==> config.mk <==
export PLATFORM = sky130hd
export DESIGN_NAME = olt_ctrl
export DESIGN_NICKNAME = d
export VERILOG_FILES = /design/src/hdl/olt_pkg.sv /design/src/hdl/olt_ctrl.sv
export SDC_FILE = /design/constraint.sdc
export NUM_CORES = 1
export LEC_CHECK = 0
export ABC_AREA = 0
export BUFFER_PORTS_ARGS = -buffer_cell sky130_fd_sc_hd__buf_2
export CORE_AREA = 3 3 40 42
export CTS_BUF_LIST = sky130_fd_sc_hd__clkbuf_4 sky130_fd_sc_hd__clkbuf_8
export DETAILED_ROUTE_END_ITERATION = 6
export DIE_AREA = 0 0 43 45
export HOLD_SLACK_MARGIN = 0.08
export PLACE_DENSITY = 0.54
export SLEW_MARGIN = 20
export SYNTH_ARGS = -nofsm -noshare
export SYNTH_HDL_FRONTEND = slang
export SYNTH_SLANG_ARGS = --single-unit
==> constraint.sdc <==
create_clock -name clk_i -period 1.95 [get_ports clk_i]
set_clock_uncertainty 0.2 [all_clocks]
set_input_delay 0.39 -clock clk_i [delete_from_list [all_inputs] [get_ports clk_i]]
set_output_delay 0.39 -clock clk_i [all_outputs]
set_load 0.02 [all_outputs]
==> src/hdl/olt_pkg.sv <==
// olt_pkg: shared types and codes for the ordered list table
// no dependencies; used by the interfaces, controller, datapath and top level
package olt_pkg;

  localparam int unsigned KindW   = 2;
  localparam int unsigned ValueW  = 32;
  localparam int unsigned StatusW = 2;
  localparam int unsigned PosW    = 4;
  localparam int unsigned CountW  = 5;

  typedef enum logic [KindW-1:0] {
    KIND_INSERT = 2'd0,
    KIND_SEARCH = 2'd1,
    KIND_REMOVE = 2'd2,
    KIND_NOP    = 2'd3
  } olt_kind_e;

  typedef enum logic [StatusW-1:0] {
    ST_OK        = 2'd0,
    ST_NOT_FOUND = 2'd1,
    ST_FULL      = 2'd2
  } olt_status_e;

  typedef enum logic [1:0] {
    S_IDLE,
    S_SCAN,
    S_SHIFT,
    S_REPLY
  } olt_state_e;

  // controller to datapath
  typedef struct packed {
    logic        load;
    logic        ins;
    logic        step;
    logic        shift_wr;
    logic        dec;
    logic        set_res;
    logic        pos_from_idx;
    olt_status_e res_code;
    logic        out_load;
  } olt_cmd_t;

  // datapath to controller
  typedef struct packed {
    olt_kind_e new_kind;
    olt_kind_e cur_kind;
    logic      full;
    logic      at_end;
    logic      hit;
  } olt_stat_t;

endpackage

==> src/hdl/olt_ctrl.sv <==
// olt_ctrl: sequencing state machine for insert, search and remove
// depends on olt_pkg; drives olt_dp through olt_cmd_t and reads olt_stat_t
module olt_ctrl
  import olt_pkg::*;
(
  input  logic      clk_i,
  input  logic      rst_ni,
  input  logic      in_valid_i,
  output logic      in_ready_o,
  output logic      out_valid_o,
  input  logic      out_ready_i,
  input  olt_stat_t stat_i,
  output olt_cmd_t  cmd_o
);

  olt_state_e state_q, state_d;
  logic       out_valid_q, out_valid_d;

  always_ff @(posedge clk_i or negedge rst_ni) begin
    if (!rst_ni) begin
      state_q     <= S_IDLE;
      out_valid_q <= 1'b0;
    end else begin
      state_q     <= state_d;
      out_valid_q <= out_valid_d;
    end
  end

  always_comb begin
    state_d     = state_q;
    out_valid_d = out_valid_q & ~out_ready_i;
    in_ready_o  = 1'b0;
    cmd_o       = '0;
    cmd_o.res_code = ST_OK;

    unique case (state_q)
      S_IDLE: begin
        in_ready_o = 1'b1;
        if (in_valid_i) begin
          cmd_o.load = 1'b1;
          unique case (stat_i.new_kind)
            KIND_INSERT: begin
              cmd_o.set_res = 1'b1;
              if (stat_i.full) begin
                cmd_o.res_code = ST_FULL;
              end else begin
                cmd_o.ins = 1'b1;
              end
              state_d = S_REPLY;
            end
            KIND_SEARCH, KIND_REMOVE: begin
              state_d = S_SCAN;
            end
            default: begin
              cmd_o.set_res = 1'b1;
              state_d       = S_REPLY;
            end
          endcase
        end
      end
      S_SCAN: begin
        priority if (stat_i.at_end) begin
          cmd_o.set_res  = 1'b1;
          cmd_o.res_code = ST_NOT_FOUND;
          state_d        = S_REPLY;
        end else if (stat_i.hit) begin
          cmd_o.set_res = 1'b1;
          if (stat_i.cur_kind == KIND_REMOVE) begin
            cmd_o.step = 1'b1;
            state_d    = S_SHIFT;
          end else begin
            cmd_o.pos_from_idx = 1'b1;
            state_d            = S_REPLY;
          end
        end else begin
          cmd_o.step = 1'b1;
        end
      end
      S_SHIFT: begin
        if (stat_i.at_end) begin
          cmd_o.dec = 1'b1;
          state_d   = S_REPLY;
        end else begin
          cmd_o.shift_wr = 1'b1;
          cmd_o.step     = 1'b1;
        end
      end
      S_REPLY: begin
        if (!out_valid_q || out_ready_i) begin
          cmd_o.out_load = 1'b1;
          out_valid_d    = 1'b1;
          state_d        = S_IDLE;
        end
      end
      default: begin
        state_d = S_IDLE;
      end
    endcase
  end

  assign out_valid_o = out_valid_q;

endmodule

==> impl_metrics.tcl <==
set metrics [dict create \
    die-height_um 45 \
    coreArea_um2 1280 \
    fin_area_um2 618 \
    h-tree-depth 1 \
    grt_usage_pct 10.7 \
    fin_nets 95 \
    cts_buffers 3 \
    placed_cell_area_um2 473 \
    num_vias 406 \
    status "finished, final reports clean" \
    hold_ws_ns 0.272 \
    drt_iter0_drc 4 \
    hp-class "input port to flip-flop" \
    synth_top_area_share_pct 22.2 \
    synthCells 44 \
    die_w_um 43 \
    hold_violations 0 \
    syn_area_per_cell_um2 7.68 \
    drv_cap 0 \
    drive_above_1_share_pct 53.8 \
    core.rowCount 13 \
    insertion_delay_ns 0.23 \
    antenna_found_initial 0 \
    routed_via_density 4.37 \
    drc 0 \
    synth_top_area_cell "dfrtp_1" \
    power_leakage_nw 0.330 \
    die_area_um2 1940 \
    rsz0062_at_grt "yes" \
    required_ns 1.36 \
    final_core_util_pct 48.1 \
    fin_crit_ns 1.91 \
    ys_ff_latch 3 \
    cp.arrival_ns 1.32 \
    start_util_pct 26.3 \
    relSlewSlack_pct 84.5 \
    ir_drop_mv 0.583 \
    cts_num_sinks 3 \
    synthesis.area_um2 338 \
    place_ws_ns 0.145 \
    grt_pass1_vias 366 \
    startpoint_type "flip-flop" \
    grt_overflow 0 \
    port_buffers 22 \
    clock.fmax_mhz 524 \
    path_max_fanout 3 \
    place.gp.congestion 0.686 \
    grt_max_degree 9 \
    drv_slew 0 \
    grt_pass1_wl_um 1460 \
    yosys_warnings 0 \
    io_pins 23 \
    power_density_nw_per_um2 1560 \
    root_buffer "clkbuf_4" \
    diodes 0 \
    crit_type "flip-flop to primary output" \
    finalSetupViolCount 0 \
    period_share_pct 97.9 \
    dp_hpwl_um 682 \
    tns_ns 0 \
    yosysSeqAreaShare_pct 22.2 \
    worst_pin_slew_ns 0.232 \
    wl_um 928 \
    area_delta_synth_final_pct 83.0 \
    ant_nets 0 \
    synthDistinctLibCells 18 \
    endpoint_kind "primary output" \
    worst_slack_ns 0.0405 \
    syn-num-nets 60 \
    ys_top_cells_by_area "dfrtp_1 (22%), ha_1 (19%), and2_1 (9.3%)" \
    ctsLongestPathBuffers 2 \
    drtPass1Iterations 4 \
    cts_tree "done" \
    clkTransAtPathRegs_ns 0.04 \
    routedWlPerCell_um 9.98 \
]
## logic make-up (layout without fill, tap and decap cells)
| group | after synthesis | count (layout) | share of synthesized area, % |
|---|---|---|---|
| AND/OR/NAND/NOR | 21 | 21 | 35.2 |
| buffers and inverters | 6 | 40 | 6.67 |
| AO/OA/AOI/OAI | 9 | 9 | 17.4 |
| flip-flops | 3 | 3 | 22.2 |
| adder cells (fa/ha/maj) | 5 | 5 | 18.5 |
## cell type report
type | instances | area, um2
clock buffers | 4 | 30.0
fillers | 127 | 667
inverters | 6 | 22.5
multi-input cells | 35 | 292
flip-flops and latches | 3 | 75.1
well taps | 15 | 18.8
repair buffers | 30 | 180
## per-stage QoR
stage / std cells / total power (W)
2_1_floorplan: 44 / 0.000498
3_3_place_gp: 81 / 0.000640
3_5_place_dp: 81 / 0.000636
4_1_cts: 93 / 0.000949
5_1_grt: 93 / 0.00106
6_report: 93 / 0.000963
## final timing paths
kind | startpoint | to | slack (ns) | cells after the start
min in group asynchronous | rst_ni | state_q[0] | 0.28 | 2
max in group asynchronous | rst_ni | out_valid_o | 1.16 | 2
setup reg to reg | state_q[0] | state_q[0] | 0.24 | 6
hold reg to reg | out_valid_o | out_valid_o | 0.32 | 2
setup / recovery | state_q[0] | cmd_o[2] | 0.04 | 5
hold / removal | out_ready_i | out_valid_o | 0.27 | 3
## cells in the mapped netlist
library cell	instances
o21ai_0	3
nor2_1	2
dfrtp_1	3
and2_1	5
ha_1	5
and3_1	1
nand2b_1	3
o21ai_1	1
o21bai_1	1
a41oi_1	1
a21oi_1	1
nor2b_1	2
nand3_1	1
inv_1	6
nor3b_1	2
nand2_1	4
o22a_1	2
nand3b_1	1
## report_power, final
| part | switching [W] | internal, W | total, W | leakage (nW) |
|---|---|---|---|---|
| sequential | 0.0000258 | 0.0000965 | 0.000122 | 0.0357 |
| combinational | 0.000364 | 0.000354 | 0.000718 | 0.276 |
| clock | 0.0000324 | 0.0000905 | 0.000123 | 0.0184 |
## registers in the layout, indices dropped and copies added, names as in the netlist
register,cells
out_valid_o,1
state_q,2
## metal layers
layer,routed length (um),track usage [%]
met3,41,1.20
met5,0,0
met2,519,18.9
met1,367,10.8
met4,0,10.8
## cells in the final DEF (no fill, tap or decap), drive strengths merged
cell,Yosys,final
dfrtp,3,3
nor2b,2,2
dlygate4sd3,0,1
nand3,1,1
nand2b,3,3
clkbuf,0,4
nand2,4,4
o22a,2,2
nor2,2,2
and3,1,1
o21bai,1,1
ha,5,5
o21ai,4,4
nor3b,2,2
and2,5,5
a41oi,1,1
buf,0,29
nand3b,1,1
a21oi,1,1
inv,6,6
## critical path, cell delays in order, from the launching register on
cell and delay, ns:
dfrtp_1 0.38, inv_2 0.09, ha_4 0.17, and2_4 0.13, and3_1 0.17, buf_4 0.15
## what timing repair did
item / 4_1_cts / 5_1_grt
hold buffers: 1 / 0
gates resized for setup: 10 / 3
hold endpoints to repair: 3 / 0
pin swaps: 3 / 2
setup endpoints to repair: 3 / 3
buffers inserted: 7 / 0
No activity file was read; power rests on OpenSTA's default activity.
