**config.mk**
```make
export PLATFORM = sky130hd
export DESIGN_NAME = olt_dp
export DESIGN_NICKNAME = d
export VERILOG_FILES = /design/src/hdl/olt_pkg.sv /design/src/hdl/olt_dp.sv
export SDC_FILE = /design/constraint.sdc
export NUM_CORES = 1
export LEC_CHECK = 0
export ABC_AREA = 1
export BUFFER_PORTS_ARGS = -buffer_cell sky130_fd_sc_hd__buf_2
export CORE_MARGIN = 5
export CORE_UTILIZATION = 43
export CTS_CLUSTER_DIAMETER = 50
export CTS_CLUSTER_SIZE = 30
export DETAILED_ROUTE_END_ITERATION = 16
export GPL_TIMING_DRIVEN = 0
export MAX_ROUTING_LAYER = met4
export PLACE_DENSITY_LB_ADDON = 0.25
export SYNTH_ARGS = -nofsm -noshare
export SYNTH_HDL_FRONTEND = slang
export SYNTH_SLANG_ARGS = --single-unit
```
**constraint.sdc**
```tcl
create_clock -name clk_i -period 2.8 [get_ports clk_i]
set_input_delay 0.14 -clock clk_i [delete_from_list [all_inputs] [get_ports clk_i]]
set_output_delay 0.14 -clock clk_i [all_outputs]
set_load 0.01 [all_outputs]
```
**src/hdl/olt_pkg.sv**
```systemverilog
// olt_pkg: shared types and codes for the ordered list table
// no dependencies; used by the interfaces, controller, datapath and top level
package olt_pkg;

  localparam int unsigned KindW   = 2;
  localparam int unsigned ValueW  = 32;
  localparam int unsigned StatusW = 2;
  localparam int unsigned PosW    = 4;
  localparam int unsigned CountW  = 5;

  typedef enum logic [KindW-1:0] {
    KIND_INSERT = 2'd0,
    KIND_SEARCH = 2'd1,
    KIND_REMOVE = 2'd2,
    KIND_NOP    = 2'd3
  } olt_kind_e;

  typedef enum logic [StatusW-1:0] {
    ST_OK        = 2'd0,
    ST_NOT_FOUND = 2'd1,
    ST_FULL      = 2'd2
  } olt_status_e;

  typedef enum logic [1:0] {
    S_IDLE,
    S_SCAN,
    S_SHIFT,
    S_REPLY
  } olt_state_e;

  // controller to datapath
  typedef struct packed {
    logic        load;
    logic        ins;
    logic        step;
    logic        shift_wr;
    logic        dec;
    logic        set_res;
    logic        pos_from_idx;
    olt_status_e res_code;
    logic        out_load;
  } olt_cmd_t;

  // datapath to controller
  typedef struct packed {
    olt_kind_e new_kind;
    olt_kind_e cur_kind;
    logic      full;
    logic      at_end;
    logic      hit;
  } olt_stat_t;

endpackage

```
**src/hdl/olt_dp.sv**
```systemverilog
// olt_dp: entry memory, count, scan index, key compare and response registers
// depends on olt_pkg; controlled by olt_ctrl
module olt_dp
  import olt_pkg::*;
#(
  parameter int unsigned CAPACITY = 16
) (
  input  logic                     clk_i,
  input  logic                     rst_ni,
  input  olt_cmd_t                 cmd_i,
  output olt_stat_t                stat_o,
  input  logic [KindW-1:0]         in_kind_i,
  input  logic signed [ValueW-1:0] in_value_i,
  output logic [StatusW-1:0]       out_status_o,
  output logic [PosW-1:0]          out_position_o,
  output logic [CountW-1:0]        out_entry_count_o,
  output logic                     out_is_empty_o
);

  localparam int unsigned AW = $clog2(CAPACITY);
  localparam int unsigned CW = $clog2(CAPACITY + 1);

  logic [ValueW-1:0] mem [CAPACITY];

  logic [CW-1:0]     count_q, count_d;
  logic [CW-1:0]     idx_q, idx_d;
  olt_kind_e         kind_q;
  logic [ValueW-1:0] key_q;
  logic [ValueW-1:0] rdata_q;
  olt_status_e       st_q;
  logic [PosW-1:0]   pos_q;
  logic [AW-1:0]     raddr;
  logic              we;
  logic [AW-1:0]     waddr;
  logic [ValueW-1:0] wdata;

  logic [StatusW-1:0] out_status_q;
  logic [PosW-1:0]    out_position_q;
  logic [CountW-1:0]  out_count_q;
  logic               out_empty_q;

  always_comb begin
    idx_d = idx_q;
    if (cmd_i.load) begin
      idx_d = '0;
    end else if (cmd_i.step) begin
      idx_d = idx_q + CW'(1);
    end
  end

  always_comb begin
    count_d = count_q;
    if (cmd_i.ins) begin
      count_d = count_q + CW'(1);
    end else if (cmd_i.dec) begin
      count_d = count_q - CW'(1);
    end
  end

  // read address follows the next index so rdata_q holds entry idx_q while idx_q is below CAPACITY
  assign raddr = (idx_d < CW'(CAPACITY)) ? idx_d[AW-1:0] : '0;

  always_comb begin
    we    = 1'b0;
    waddr = count_q[AW-1:0];
    wdata = in_value_i;
    if (cmd_i.ins) begin
      we = 1'b1;
    end else if (cmd_i.shift_wr) begin
      we    = 1'b1;
      waddr = AW'(idx_q - CW'(1));
      wdata = rdata_q;
    end
  end

  always_ff @(posedge clk_i) begin
    if (we) begin
      mem[waddr] <= wdata;
    end
    rdata_q <= mem[raddr];
  end

  always_ff @(posedge clk_i or negedge rst_ni) begin
    if (!rst_ni) begin
      count_q <= '0;
      idx_q   <= '0;
    end else begin
      count_q <= count_d;
      idx_q   <= idx_d;
    end
  end

  always_ff @(posedge clk_i) begin
    if (cmd_i.load) begin
      kind_q <= olt_kind_e'(in_kind_i);
      key_q  <= in_value_i;
    end
    if (cmd_i.set_res) begin
      st_q  <= cmd_i.res_code;
      pos_q <= cmd_i.pos_from_idx ? PosW'(idx_q) : '0;
    end
    if (cmd_i.out_load) begin
      out_status_q   <= st_q;
      out_position_q <= pos_q;
      out_count_q    <= CountW'(count_q);
      out_empty_q    <= (count_q == '0);
    end
  end

  assign stat_o.new_kind = olt_kind_e'(in_kind_i);
  assign stat_o.cur_kind = kind_q;
  assign stat_o.full     = (count_q >= CW'(CAPACITY));
  assign stat_o.at_end   = (idx_q >= count_q);
  assign stat_o.hit      = (rdata_q == key_q);

  assign out_status_o      = out_status_q;
  assign out_position_o    = out_position_q;
  assign out_entry_count_o = out_count_q;
  assign out_is_empty_o    = out_empty_q;

endmodule

```
==> flow_metrics.py <==
metrics = {
    "outcome": {
        "status": "finished, violations left",
        "violations": "setup timing",
    },
    "sta": {
        "fmax_ghz": 0.351,
        "finalClockSkew_ps": 20.1,
        "final-setup-viol-count": 58,
        "maxSlewHeadroom_pct": 20.8,
        "fin_ws_ps": -48.6,
        "hold_slack_ps": 114,
        "rsz0062_at_grt": "yes",
        "hold_viol_final": 0,
        "min_period_ps": 2850,
        "tightest_slew_ps": 1190,
        "post-route-period-util_pct": 102,
        "slew_violations": 0,
    },
    "clock_tree": {
        "cts_tree": "done",
        "cts_made_buffers": 55,
        "cts_max_level": 2,
        "clkSinkCount": 606,
        "clkTransAtPathRegs_ps": 70,
        "clockRootBuffer": "clkbuf_16",
        "cts.path.max_buffers": 3,
        "clock_latency_ps": 620,
    },
    "worst_setup_path": {
        "cp_max_fo": 17,
        "required_ps": 3110,
        "cpPeakStageDelay_ps": 570,
        "path_class": "flip-flop to flip-flop",
        "critPathLaunchType": "flip-flop",
        "slowest_stage": "nand3_1",
        "worst_setup_path_end_kind": "flip-flop",
        "crit_chain": "inv_1, ha_1, o21ai_0, nand3_1, nor2_4, buf_16",
        "worstPathArrival_ps": 3160,
    },
    "synthesis": {
        "synth_top_area_share_pct": 65.0,
        "yosysUniqueCellTypes": 26,
        "netlist_instances": 2367,
        "postSynthAreaPerCell_um2": 11.0,
        "ys.warnings.count": 0,
        "ys_seq_elements": 606,
        "synth_area_leaders": "edfxtp_1, nand3_1, nand2_1, nand3b_1, nor2_1",
        "synth_top_cell_by_area": "edfxtp_1",
        "syn-cell-area_mm2": 0.0261,
        "ys_seq_area_share_pct": 68.4,
        "synth_fp_nets": 2424,
    },
    "power": {
        "power_mw": 23.4,
        "power_density_mw_per_mm2": 754,
        "leakagePower_nw": 12.2,
        "peakVddDrop_mv": 0.557,
    },
    "place": {
        "placed_cell_area_mm2": 0.0280,
        "routabilityCongestion": 0.860,
        "dp_hpwl_mm": 51.2,
        "portBuffers": 64,
        "dp_cells": 3234,
    },
    "floorplan": {
        "die-width_um": 256,
        "die_h_um": 256,
        "num_rows": 90,
        "coreArea_mm2": 0.0602,
        "pin_count": 65,
        "floorplan.initialDensity_pct": 43.3,
        "dieArea_mm2": 0.0656,
    },
    "global_route": {
        "overflow": 0,
        "grt_pass1_vias": 17958,
        "grt_max_degree": 37,
        "grt_pass1_wl_mm": 113,
        "antenna_found_initial": 1,
        "grt_usage_pct": 23.4,
    },
    "final_layout": {
        "fin_util_pct": 51.5,
        "areaGrowthSynthToFinish_pct": 19.0,
        "nFillCells": 5137,
        "final_area_mm2": 0.0310,
        "instances_no_fill": 3418,
        "drive_above_1_share_pct": 13.7,
        "final_nets": 2649,
        "diodes": 0,
    },
    "routing": {
        "drc": 0,
        "via_per_inst": 5.40,
        "vias": 18447,
        "first_pass_iters": 8,
        "drt_iter0_markers": 2068,
        "wl_per_cell_um": 22.5,
        "ant_nets": 0,
        "wirelength_mm": 76.8,
    },
    "job": {
        "drv_cap": 0,
    },
    "hold_path": {
        "hp-class": "primary input to flip-flop",
    },
}
[placed cells by master, fill, tap and decap left out, types with 6 or more instances in the layout]
cell,synthesis,final
dlygate4sd3_1,0,46
nand2_1,410,408
clkbuf_1,31,22
xor2_1,11,11
nand3_1,423,422
buf_12,0,25
buf_4,2,20
buf_16,0,14
dfxtp_1,32,32
xnor2_1,24,24
clkbuf_16,0,55
ha_1,10,10
inv_6,0,8
inv_1,258,258
bufinv_16,0,10
nor2_1,281,265
clkinv_4,0,6
dfrtp_1,10,10
buf_2,97,157
nor2_4,0,18
nand3b_1,160,160
clkbuf_4,0,7
nand4_1,6,6
a21oi_1,8,7
clkbuf_2,0,15
o21ai_0,14,9
edfxtp_1,564,564
[flip-flops by register name, summed over array words and instances (netlist names)]
| register | cells |
|---|---|
| count_q | 5 |
| idx_q | 5 |
| key_q | 32 |
| kind_q | 2 |
| mem | 512 |
| out_entry_count_o | 5 |
| out_is_empty_o | 1 |
| out_position_o | 4 |
| out_status_o | 2 |
| pos_q | 4 |
| rdata_q | 32 |
| st_q | 2 |
[Yosys cell counts (all sizes together)]
master / number
nand3: 424
clkbuf: 31
ha: 10
xor2: 11
nand3b: 160
nand4: 6
a21oi: 8
nand2: 410
dfrtp: 10
nor3: 4
edfxtp: 564
xnor2: 24
nor2: 281
o21bai: 3
nor4: 2
inv: 259
buf: 110
o21ai: 14
fa: 1
or2: 3
dfxtp: 32
[final timing paths]
kind | start | endpoint | slack [ps] | depth (start not counted)
min | cmd_i[8] | count_q[4]$_DFFE_PN0P_ | 110 | 6
min reg2reg | pos_q[2]$_SDFFCE_PN0P_ | out_position_o[2]$_DFFE_PP_ | 420 | 0
max | idx_q[0]$_DFF_PN0_ | mem[6][9]$_DFFE_PP_ | -50 | 6
max reg2reg | idx_q[0]$_DFF_PN0_ | mem[6][9]$_DFFE_PP_ | -50 | 6
max in group asynchronous | rst_ni | idx_q[0]$_DFF_PN0_ | 1900 | 3
min in group asynchronous | rst_ni | count_q[0]$_DFFE_PN0P_ | 550 | 3
[cells by family after synthesis]
group                    after synthesis  synth area share (%)
flip-flops                           606                  68.4
AO/OA/AOI/OAI                         25                 0.509
AND/OR/NAND/NOR                     1290                  23.1
XOR/XNOR                              35                  1.18
buffers and inverters                400                  6.26
adder cells (fa/ha/maj)               11                 0.557
[where the power goes]
part | switching (mW) | internal (mW)
Clock | 3.59 | 4.64
Sequential | 0.286 | 11.1
Combinational | 2.50 | 1.27
[metal layers]
layer  share of wire (%)  up-vias  track usage [%]
met2                  47      923             36.9
met1                  40     8902             30.6
met3                 9.8      173             4.75
met5                   0        -                -
met4                 3.4        0             8.20
li1                    -     8449                -
[stage by stage]
stage / setup WS, ps / setup TNS (ps)
after floorplan: -222 / -73890
after global placement: -2100 / -861750
after detailed placement: -471 / -58770
after CTS: -112 / -1450
after global routing: -176 / -16340
final: -48.6 / -1520
[worst max-delay path: cells and delay by family (launching register included)]
kind	cells	cell delay (ps)
AO/OA/AOI/OAI	1	440
adder cells (fa/ha/maj)	1	330
buffers and inverters	2	330
flip-flops	1	470
AND/OR/NAND/NOR	2	950
[cell type report]
| cell class | count | area (µm²) | area share [%] |
|---|---|---|---|
| Sequential cell | 606 | 17800 | 57.5 |
| Multi-Input combinational cell | 1363 | 6780 | 21.9 |
| Timing Repair Buffer | 166 | 1790 | 5.79 |
| Clock buffer | 60 | 1410 | 4.53 |
| Tap cell | 782 | 978 | 3.16 |
| Inverter | 259 | 972 | 3.13 |
| Buffer | 141 | 702 | 2.26 |
| Clock inverter | 41 | 552 | 1.78 |
[repair_timing]
item                                    in CTS  in global routing
setup buffers                               22                 13
resized for setup                           16                 26
pin swaps                                   12                  9
cloned                                       2                  0
endpoints found under the setup margin     267                362
hold endpoints to repair                    79                  0
hold buffers                                46                  0
Note: power is estimated with default switching activity, not from simulation.
